--- src/design/rpbu_pkg.sv ---
// ----------------------------------------------------------------------------
// rpbu_pkg
// Shared types and constants of the RGB pixel blend unit: the blend mode
// codes, the pixel payload structs and the divide-by-255 reciprocal.
// ----------------------------------------------------------------------------
package rpbu_pkg;

  // Blend mode codes as written to the configuration register.
  typedef enum logic [3:0] {
    BLEND_XOR        = 4'd0,
    BLEND_OVERLAY    = 4'd1,
    BLEND_SCREEN     = 4'd2,
    BLEND_MULTIPLY   = 4'd3,
    BLEND_ADD        = 4'd4,
    BLEND_SUBTRACT   = 4'd5,
    BLEND_DIFFERENCE = 4'd6,
    BLEND_DARKEN     = 4'd7,
    BLEND_LIGHTEN    = 4'd8,
    BLEND_DODGE      = 4'd9
  } mix_mode_e;

  // Input pixel pair.
  typedef struct packed {
    logic [7:0] bottom_red;
    logic [7:0] bottom_green;
    logic [7:0] bottom_blue;
    logic [7:0] top_red;
    logic [7:0] top_green;
    logic [7:0] top_blue;
    logic       frame_end_in;
  } pixel_in_t;

  // Blended output pixel.
  typedef struct packed {
    logic [7:0] out_red;
    logic [7:0] out_green;
    logic [7:0] out_blue;
    logic       frame_end_out;
  } pixel_out_t;

  // Channel full scale and the overlay split point.
  localparam logic [7:0] ChMax        = 8'd255;
  localparam logic [7:0] OverlaySplit = 8'd128;

  // floor(x / 255) == (x * Div255Mul) >> Div255Shift for every x below 2^17.
  localparam logic [17:0] Div255Mul   = 18'd131587;
  localparam int unsigned Div255Shift = 25;

  // Pipeline stages from an input transfer to the result at the output register.
  localparam int unsigned PipeDepth = 6;

endpackage

--- src/design/rpbu_channel.sv ---
// ----------------------------------------------------------------------------
// rpbu_channel
// Six-stage blend datapath for one color channel. Stage 1 forms the
// product or the simple result, stages 2-3 divide the product by 255,
// stages 2-5 run the color dodge division two quotient bits per stage,
// and stage 6 selects the result. All stages advance together on en_i.
// ----------------------------------------------------------------------------
module rpbu_channel (
  input  logic                      clk_i,
  input  logic                      en_i,
  input  rpbu_pkg::mix_mode_e       mode_i,
  input  logic [7:0]                b_i,
  input  logic [7:0]                t_i,
  output logic [7:0]                res_o
);

  // One restoring division step: returns the quotient bit and the new remainder.
  function automatic logic [16:0] div_step(logic [15:0] rem, logic [7:0] den,
                                           logic [2:0] sh);
    logic [15:0] sd;
    sd = 16'(den) << sh;
    if (rem >= sd) begin
      return {1'b1, rem - sd};
    end
    return {1'b0, rem};
  endfunction

  // Stage 1 registers.
  rpbu_pkg::mix_mode_e s1_mode_q, s1_mode_d;
  logic [16:0] s1_prod_q, s1_prod_d;
  logic        s1_inv_q, s1_inv_d;
  logic [7:0]  s1_simple_q, s1_simple_d;
  logic [15:0] s1_num_q, s1_num_d;
  logic [7:0]  s1_den_q, s1_den_d;
  logic        s1_full_q, s1_full_d;

  // Stage 2 registers.
  rpbu_pkg::mix_mode_e s2_mode_q;
  logic [8:0]  s2_mq_q, s2_mq_d;
  logic        s2_inv_q;
  logic [7:0]  s2_simple_q;
  logic [15:0] s2_rem_q, s2_rem_d;
  logic [7:0]  s2_den_q;
  logic [7:0]  s2_quo_q, s2_quo_d;
  logic        s2_sat_q, s2_sat_d;
  logic        s2_full_q;

  // Stage 3 registers.
  rpbu_pkg::mix_mode_e s3_mode_q;
  logic [7:0]  s3_mul_q, s3_mul_d;
  logic [7:0]  s3_simple_q;
  logic [15:0] s3_rem_q, s3_rem_d;
  logic [7:0]  s3_den_q;
  logic [7:0]  s3_quo_q, s3_quo_d;
  logic        s3_sat_q;
  logic        s3_full_q;

  // Stage 4 registers.
  rpbu_pkg::mix_mode_e s4_mode_q;
  logic [7:0]  s4_mul_q;
  logic [7:0]  s4_simple_q;
  logic [15:0] s4_rem_q, s4_rem_d;
  logic [7:0]  s4_den_q;
  logic [7:0]  s4_quo_q, s4_quo_d;
  logic        s4_sat_q;
  logic        s4_full_q;

  // Stage 5 registers.
  rpbu_pkg::mix_mode_e s5_mode_q;
  logic [7:0]  s5_mul_q;
  logic [7:0]  s5_simple_q;
  logic [7:0]  s5_quo_q, s5_quo_d;
  logic        s5_sat_q;
  logic        s5_full_q;

  // Stage 6 (output) register.
  logic [7:0]  res_q, res_d;

  // Stage 1: multiplier operands, simple modes and dodge operands.
  logic [7:0]  mul_a, mul_c;
  logic [15:0] mul_p;
  logic        mul_dbl;
  logic [8:0]  sum;
  logic        lower_half;

  always_comb begin
    lower_half = (b_i < rpbu_pkg::OverlaySplit);
    sum        = {1'b0, b_i} + {1'b0, t_i};
    mul_a      = t_i;
    mul_c      = b_i;
    mul_dbl    = 1'b0;
    s1_inv_d   = 1'b0;
    s1_simple_d = b_i;
    case (mode_i)
      rpbu_pkg::BLEND_XOR:        s1_simple_d = b_i ^ t_i;
      rpbu_pkg::BLEND_OVERLAY: begin
        mul_dbl = 1'b1;
        if (!lower_half) begin
          mul_a    = rpbu_pkg::ChMax - t_i;
          mul_c    = rpbu_pkg::ChMax - b_i;
          s1_inv_d = 1'b1;
        end
      end
      rpbu_pkg::BLEND_SCREEN: begin
        mul_a    = rpbu_pkg::ChMax - t_i;
        mul_c    = rpbu_pkg::ChMax - b_i;
        s1_inv_d = 1'b1;
      end
      rpbu_pkg::BLEND_MULTIPLY:   s1_simple_d = b_i;
      rpbu_pkg::BLEND_ADD:        s1_simple_d = sum[8] ? rpbu_pkg::ChMax : sum[7:0];
      rpbu_pkg::BLEND_SUBTRACT:   s1_simple_d = (t_i > b_i) ? 8'd0 : b_i - t_i;
      rpbu_pkg::BLEND_DIFFERENCE: s1_simple_d = (t_i > b_i) ? t_i - b_i : b_i - t_i;
      rpbu_pkg::BLEND_DARKEN:     s1_simple_d = (t_i < b_i) ? t_i : b_i;
      rpbu_pkg::BLEND_LIGHTEN:    s1_simple_d = (t_i < b_i) ? b_i : t_i;
      default:                    s1_simple_d = b_i;
    endcase
    mul_p     = mul_a * mul_c;
    s1_prod_d = mul_dbl ? {mul_p, 1'b0} : {1'b0, mul_p};
    s1_mode_d = mode_i;
    s1_num_d  = {b_i, 8'd0} - {8'd0, b_i};
    s1_den_d  = rpbu_pkg::ChMax - t_i;
    s1_full_d = (t_i == rpbu_pkg::ChMax);
  end

  // Stage 2: reciprocal multiply, dodge saturation test and quotient bits 7..6.
  logic [34:0] recip_p;
  logic [16:0] st_a, st_b;

  always_comb begin
    recip_p  = s1_prod_q * rpbu_pkg::Div255Mul;
    s2_mq_d  = recip_p[rpbu_pkg::Div255Shift +: 9];
    s2_sat_d = ({1'b0, s1_num_q} >= {1'b0, s1_den_q, 8'd0});
    st_a     = div_step(s1_num_q, s1_den_q, 3'd7);
    st_b     = div_step(st_a[15:0], s1_den_q, 3'd6);
    s2_rem_d = st_b[15:0];
    s2_quo_d = {st_a[16], st_b[16], 6'd0};
  end

  // Stage 3: finish the mixing modes and quotient bits 5..4.
  logic [16:0] st_c, st_d;

  always_comb begin
    s3_mul_d = s2_inv_q ? rpbu_pkg::ChMax - s2_mq_q[7:0] : s2_mq_q[7:0];
    st_c     = div_step(s2_rem_q, s2_den_q, 3'd5);
    st_d     = div_step(st_c[15:0], s2_den_q, 3'd4);
    s3_rem_d = st_d[15:0];
    s3_quo_d = {s2_quo_q[7:6], st_c[16], st_d[16], 4'd0};
  end

  // Stage 4: quotient bits 3..2.
  logic [16:0] st_e, st_f;

  always_comb begin
    st_e     = div_step(s3_rem_q, s3_den_q, 3'd3);
    st_f     = div_step(st_e[15:0], s3_den_q, 3'd2);
    s4_rem_d = st_f[15:0];
    s4_quo_d = {s3_quo_q[7:4], st_e[16], st_f[16], 2'd0};
  end

  // Stage 5: quotient bits 1..0.
  logic [16:0] st_g, st_h;

  always_comb begin
    st_g     = div_step(s4_rem_q, s4_den_q, 3'd1);
    st_h     = div_step(st_g[15:0], s4_den_q, 3'd0);
    s5_quo_d = {s4_quo_q[7:2], st_g[16], st_h[16]};
  end

  // Stage 6: pick the result of the selected mode.
  always_comb begin
    case (s5_mode_q)
      rpbu_pkg::BLEND_OVERLAY,
      rpbu_pkg::BLEND_SCREEN,
      rpbu_pkg::BLEND_MULTIPLY: res_d = s5_mul_q;
      rpbu_pkg::BLEND_DODGE:    res_d = (s5_full_q || s5_sat_q) ? rpbu_pkg::ChMax : s5_quo_q;
      default:                  res_d = s5_simple_q;
    endcase
  end

  // Pipeline registers; payload only, so no reset.
  always_ff @(posedge clk_i) begin
    if (en_i) begin
      s1_mode_q   <= s1_mode_d;
      s1_prod_q   <= s1_prod_d;
      s1_inv_q    <= s1_inv_d;
      s1_simple_q <= s1_simple_d;
      s1_num_q    <= s1_num_d;
      s1_den_q    <= s1_den_d;
      s1_full_q   <= s1_full_d;

      s2_mode_q   <= s1_mode_q;
      s2_mq_q     <= s2_mq_d;
      s2_inv_q    <= s1_inv_q;
      s2_simple_q <= s1_simple_q;
      s2_rem_q    <= s2_rem_d;
      s2_den_q    <= s1_den_q;
      s2_quo_q    <= s2_quo_d;
      s2_sat_q    <= s2_sat_d;
      s2_full_q   <= s1_full_q;

      s3_mode_q   <= s2_mode_q;
      s3_mul_q    <= s3_mul_d;
      s3_simple_q <= s2_simple_q;
      s3_rem_q    <= s3_rem_d;
      s3_den_q    <= s2_den_q;
      s3_quo_q    <= s3_quo_d;
      s3_sat_q    <= s2_sat_q;
      s3_full_q   <= s2_full_q;

      s4_mode_q   <= s3_mode_q;
      s4_mul_q    <= s3_mul_q;
      s4_simple_q <= s3_simple_q;
      s4_rem_q    <= s4_rem_d;
      s4_den_q    <= s3_den_q;
      s4_quo_q    <= s4_quo_d;
      s4_sat_q    <= s3_sat_q;
      s4_full_q   <= s3_full_q;

      s5_mode_q   <= s4_mode_q;
      s5_mul_q    <= s4_mul_q;
      s5_simple_q <= s4_simple_q;
      s5_quo_q    <= s5_quo_d;
      s5_sat_q    <= s4_sat_q;
      s5_full_q   <= s4_full_q;

      res_q       <= res_d;
    end
  end

  assign res_o = res_q;

endmodule

--- src/design/rgb_pixel_blend_unit.sv ---
// ----------------------------------------------------------------------------
// rgb_pixel_blend_unit
// Blends a top RGB pixel over a bottom RGB pixel with the configured mode.
// ----------------------------------------------------------------------------
// Usage:
// The input channel (in_valid_i, in_data_i, in_stall_o) carries one pixel
// pair per transfer; the output channel (out_valid_o, out_data_o,
// out_stall_i) carries one blended pixel per transfer, in input order.
// The blend mode is written through cfg_valid_i / cfg_data_i; cfg_ready_o
// is always high. Write it only while no pixel is in flight.
// An input transfer reaches out_valid_o through the six pipeline stages. The
// block takes one pixel per cycle while no valid result is stalled by
// out_stall_i; the color dodge divider resolves two quotient bits per stage.
// Reset clears all valid bits and sets the mode to xor; the pipeline is
// empty and ready right after reset.
// When the receiver stalls a valid result, the whole pipeline holds and
// in_stall_o rises in the same cycle; bubbles are not squeezed out, so a
// stalled pipeline holds at most six pixels.
// ----------------------------------------------------------------------------
module rgb_pixel_blend_unit (
  input  logic                  clk_i,
  input  logic                  rst_ni,
  input  logic                  in_valid_i,
  output logic                  in_stall_o,
  input  rpbu_pkg::pixel_in_t   in_data_i,
  output logic                  out_valid_o,
  input  logic                  out_stall_i,
  output rpbu_pkg::pixel_out_t  out_data_o,
  input  logic                  cfg_valid_i,
  output logic                  cfg_ready_o,
  input  logic [3:0]            cfg_data_i
);

  localparam int unsigned Depth = rpbu_pkg::PipeDepth;

  rpbu_pkg::mix_mode_e   mode_q;
  logic [Depth-1:0]      vld_q;
  logic [Depth-1:0]      fe_q;
  logic                  en;
  logic [7:0]            res_red, res_green, res_blue;

  // The pipeline moves unless a valid result is held by the receiver.
  assign en         = !vld_q[Depth-1] || !out_stall_i;
  assign in_stall_o = !en;

  // Mode register.
  assign cfg_ready_o = 1'b1;

  always_ff @(posedge clk_i or negedge rst_ni) begin
    if (!rst_ni) begin
      mode_q <= rpbu_pkg::BLEND_XOR;
    end else if (cfg_valid_i) begin
      mode_q <= rpbu_pkg::mix_mode_e'(cfg_data_i);
    end
  end

  // Valid bits travel with the data.
  always_ff @(posedge clk_i or negedge rst_ni) begin
    if (!rst_ni) begin
      vld_q <= '0;
    end else if (en) begin
      vld_q <= {vld_q[Depth-2:0], in_valid_i};
    end
  end

  // Frame-end mark rides alongside.
  always_ff @(posedge clk_i) begin
    if (en) begin
      fe_q <= {fe_q[Depth-2:0], in_data_i.frame_end_in};
    end
  end

  // One datapath per color channel.
  rpbu_channel u_red (
    .clk_i  (clk_i),
    .en_i   (en),
    .mode_i (mode_q),
    .b_i    (in_data_i.bottom_red),
    .t_i    (in_data_i.top_red),
    .res_o  (res_red)
  );

  rpbu_channel u_green (
    .clk_i  (clk_i),
    .en_i   (en),
    .mode_i (mode_q),
    .b_i    (in_data_i.bottom_green),
    .t_i    (in_data_i.top_green),
    .res_o  (res_green)
  );

  rpbu_channel u_blue (
    .clk_i  (clk_i),
    .en_i   (en),
    .mode_i (mode_q),
    .b_i    (in_data_i.bottom_blue),
    .t_i    (in_data_i.top_blue),
    .res_o  (res_blue)
  );

  // Output register is the last pipeline stage.
  assign out_valid_o              = vld_q[Depth-1];
  assign out_data_o.out_red       = res_red;
  assign out_data_o.out_green     = res_green;
  assign out_data_o.out_blue      = res_blue;
  assign out_data_o.frame_end_out = fe_q[Depth-1];

endmodule

--- config.mk ---
export PLATFORM = sky130hd
export DESIGN_NAME = rgb_pixel_blend_unit
export DESIGN_NICKNAME = d
export VERILOG_FILES = /design/src/design/rpbu_pkg.sv /design/src/design/rpbu_channel.sv /design/src/design/rgb_pixel_blend_unit.sv
export SDC_FILE = /design/constraint.sdc
export NUM_CORES = 2
export LEC_CHECK = 0
export CAP_MARGIN = 5
export CORE_MARGIN = 2
export CORE_UTILIZATION = 30
export CTS_BUF_LIST = sky130_fd_sc_hd__clkbuf_8
export DETAILED_ROUTE_END_ITERATION = 8
export DONT_BUFFER_PORTS = 1
export PLACE_DENSITY = 0.54
export SYNTH_ARGS = -nofsm -noshare
export SYNTH_HDL_FRONTEND = slang
export SYNTH_SLANG_ARGS = --single-unit
--- constraint.sdc ---
create_clock -name clk_i -period 27.7 [get_ports clk_i]
set_input_delay 5.54 -clock clk_i [delete_from_list [all_inputs] [get_ports clk_i]]
set_output_delay 5.54 -clock clk_i [all_outputs]
set_load 0.02 [all_outputs]
==> impl_metrics.csv <==
group,metric,value,unit
logic_synthesis,synth_cell_types,110,
logic_synthesis,ys.flop_type,"edfxtp_1",
logic_synthesis,synth_top_area_cell,"edfxtp_1",
worst_setup_path,critPathBufInv,1,
cells_and_area,syn_to_final_growth,9.28,%
worst_setup_path,arrival,6140,ps
logic_synthesis,synthTopCellsByCount,"698 x edfxtp_1, 687 x ha_1, 547 x inv_1",
logic_synthesis,synth_top_area_share,40.0,%
detailed_routing,wl_met2,59900,µm
cts,clockRootBuffer,"clkbuf_8",
logic_synthesis,syn-mean-instance-area,10.5,µm²
sta,slew-limit-headroom,17.1,%
detailed_routing,vias,35783,
cts,path_clk_slew,60,ps
global_routing,grt_pass1_wl,198000,µm
worst_setup_path,startpoint_type,"input port",
detailed_routing,ant_nets,0,
worst_hold_path,min_from,"u_blue.s4_simple_q[5]",
detailed_routing,routed_wl,124000,µm
status,outcome,"finished, final reports clean",
die,die_h,422,µm
pwr,p_leak,24.3,nW
pwr,switching_share,42.6,%
die,rows,153,
cts,cts_resized,0,
sta,finalSetupViolCount,0,
cells_and_area,multi_input_area,28600,µm²
pwr,p_int,4.36,mW
detailed_routing,met3_length,3890,µm
detailed_routing,wl_met1,55000,µm
cells_and_area,fillCellCount,17703,
place,port-buffer-count,0,
cts,cts_buffers,113,
worst_setup_path,worst_path_max_delay_cell,"inv_1",
detailed_routing,drtIter0Drc,2122,
cts,postCtsSetupRepairBufs,0,
worst_setup_path,crit_chain,"nand2_8, inv_1",
job,max_cap_viol_count,0,
worst_setup_path,worstSetupEndpointType,"output pin",
logic_synthesis,syn-num-nets,5903,
pwr,powerDensity,133,nW/µm²
worst_setup_path,max_stage_delay,340,ps
cells_and_area,fin_nets,5906,
detailed_routing,dr.pass1.iters,6,
place,gp_congestion,0.906,
sta,finalCritPeriodShare,42.2,%
detailed_routing,drt-wirelength-per-cell,16.8,µm
sta,final_hold_viol_count,0,
sta,fin_tns_setup,0,ps
worst_setup_path,path_delay_family,"buffers and inverters",
die,die_x,422,µm
global_routing,overflow,0,
detailed_routing,top_layer,"met4",
worst_setup_path,cp_max_fo,45,
cts,worstSkewPairLatency,790,ps
cts,h-tree-depth,3,
worst_hold_path,hp-class,"reg -> reg",
global_routing,grt_usage,13.9,%
place,placedCellCount,7197,
pwr,ir_drop,0.0490,mV
sta,worst_pin_slew,1240,ps
worst_setup_path,crit_type,"in -> out",
die,core_area,174000,µm²
logic_synthesis,syn_area,52400,µm²
cells_and_area,final_area,57300,µm²
pwr,power.switching,3.24,mW
sta,setup_slack,16020,ps
detailed_routing,drc,0,
cts,cts.sinks,708,
place,dp_hpwl,96500,µm
pwr,clockPowerShare,11.4,%
place,pre_cts_slack,16020,ps
logic_synthesis,ys_ff_latch,708,
sta,whs,395,ps
cts,ctsHoldBuffers,0,
die,dieArea,178000,µm²
die,ioPinCount,86,
pwr,comb_power_share,59.5,%
sta,rsz0062_at_grt,"false",
global_routing,antenna_found_initial,3,
sta,min_period,11680,ps
logic_synthesis,synthTopCellsByArea,"edfxtp_1 40%, ha_1 16%, fa_1 6.6%, inv_1 3.9%, o21ai_0 3.2%",
place,dpl_cell_area,55100,µm²
logic_synthesis,postSynth.asyncResetShare,1.41,%
cts,cts_tree,"built",
worst_setup_path,startpoint,"out_stall_i",
logic_synthesis,synth_cells,4984,
logic_synthesis,synth-edff-count,698,
worst_setup_path,worstPathRequired,22160,ps
cells_and_area,final_util,33.0,%
logic_synthesis,ys_seq_area_share,40.5,%
logic_synthesis,ys.warnings.count,0,
sta,skew,45.8,ps
cts,clock_path_buffers,3,
pwr,pwr-share-seq,29.0,%
detailed_routing,vias_per_cell,4.83,
global_routing,grt_max_degree,186,
global_routing,grt_pass1_vias,36109,
sta,slew_viol_final,0,
cells_and_area,drive_above_1_share,6.62,%
cells_and_area,final_cells,7404,
pwr,finalPower,7.61,mW
die,start_util,30.2,%
logic_synthesis,synth_most_common_cell,"edfxtp_1",
sta,fmax,85.6,MHz
cells_and_area,ff_latch_area,21200,µm²
worst_setup_path,crit-reg2reg-launch,"mode_q[0]",
-- cell usage in the layout (no fill, tap or decap), types with 34 or more instances in the layout --
cell | Yosys | layout
a21o_1 | 93 | 93
a21oi_1 | 265 | 262
buf_4 | 4 | 34
clkbuf_8 | 0 | 115
edfxtp_1 | 698 | 698
fa_1 | 174 | 174
ha_1 | 687 | 687
inv_1 | 547 | 580
mux2_2 | 65 | 65
mux2i_1 | 43 | 43
nand2_1 | 352 | 350
nand2b_1 | 54 | 54
nand3_1 | 181 | 181
nand4_1 | 52 | 52
nor2_1 | 316 | 315
nor2b_1 | 77 | 77
nor3_1 | 73 | 71
o21a_1 | 51 | 51
o21ai_0 | 335 | 335
xnor2_1 | 181 | 181
xor2_1 | 91 | 91
-- power groups by stage --
stage	Sequential (mW)	Combinational, mW	Clock, mW
2_1_floorplan	2.18	3.65	0
3_3_place_gp	2.23	4.47	0
3_5_place_dp	2.24	4.55	0
4_1_cts	2.22	4.60	0.911
5_1_grt	2.26	5.26	0.953
6_report	2.21	4.53	0.871
-- final cells by class --
cell class,count,area share [%]
multi-input cells,3578,50.0
inverters,550,3.61
clock buffers,115,2.76
clock inverters,90,1.04
diodes,2,0.00874
flip-flops and latches,708,37.0
well taps,2325,5.08
repair buffers,36,0.515
-- state kept, by name, indices dropped and copies added, names as in the netlist, 16 cells and up --
signal and flops:
u_blue.s3_rem_q 16, u_green.s3_rem_q 16, u_red.s2_rem_q 16, u_blue.s4_rem_q 16
u_green.s2_rem_q 16, u_blue.s1_num_q 16, u_green.s4_rem_q 16, u_red.s4_rem_q 16
u_green.s1_prod_q 17, u_red.s3_rem_q 16, u_blue.s2_rem_q 16, u_green.s1_num_q 16
u_blue.s1_prod_q 17, u_red.s1_num_q 16, u_red.s1_prod_q 17
-- path summary, 6_finish.rpt --
kind / endpoint / slack [ps] / cells past startpoint
setup reg to reg: u_red.s1_prod_q[14] / 19920 / 21
setup / recovery: in_stall_o / 16020 / 2
min in group asynchronous: vld_q[2] / 4440 / 0
hold reg to reg: u_blue.s5_simple_q[5] / 400 / 0
max in group asynchronous: vld_q[4] / 23190 / 0
hold / removal: u_blue.s5_simple_q[5] / 400 / 0
-- kinds of logic (layout without fill, tap and decap cells) --
kind of cell / Yosys count / after routing / synth area share (%)
other: 1 / 3 / 0.00715
muxes: 117 / 117 / 2.47
and+or+nand+nor: 1276 / 1276 / 11.7
AOI/OAI and AO/OA: 1051 / 1051 / 12.7
xor gates and xnor gates: 272 / 272 / 4.54
DFF: 708 / 708 / 40.5
buffers and inverters: 698 / 791 / 5.11
adders and majority gates: 861 / 861 / 23.0
-- metal layers --
layer  up-vias  GRT usage (%)
li1      17895              -
met1     17046           17.4
met2       610           23.8
met3       232           1.66
met4         0           6.33
met5         -              0
Power figures use the tool's default switching activity.
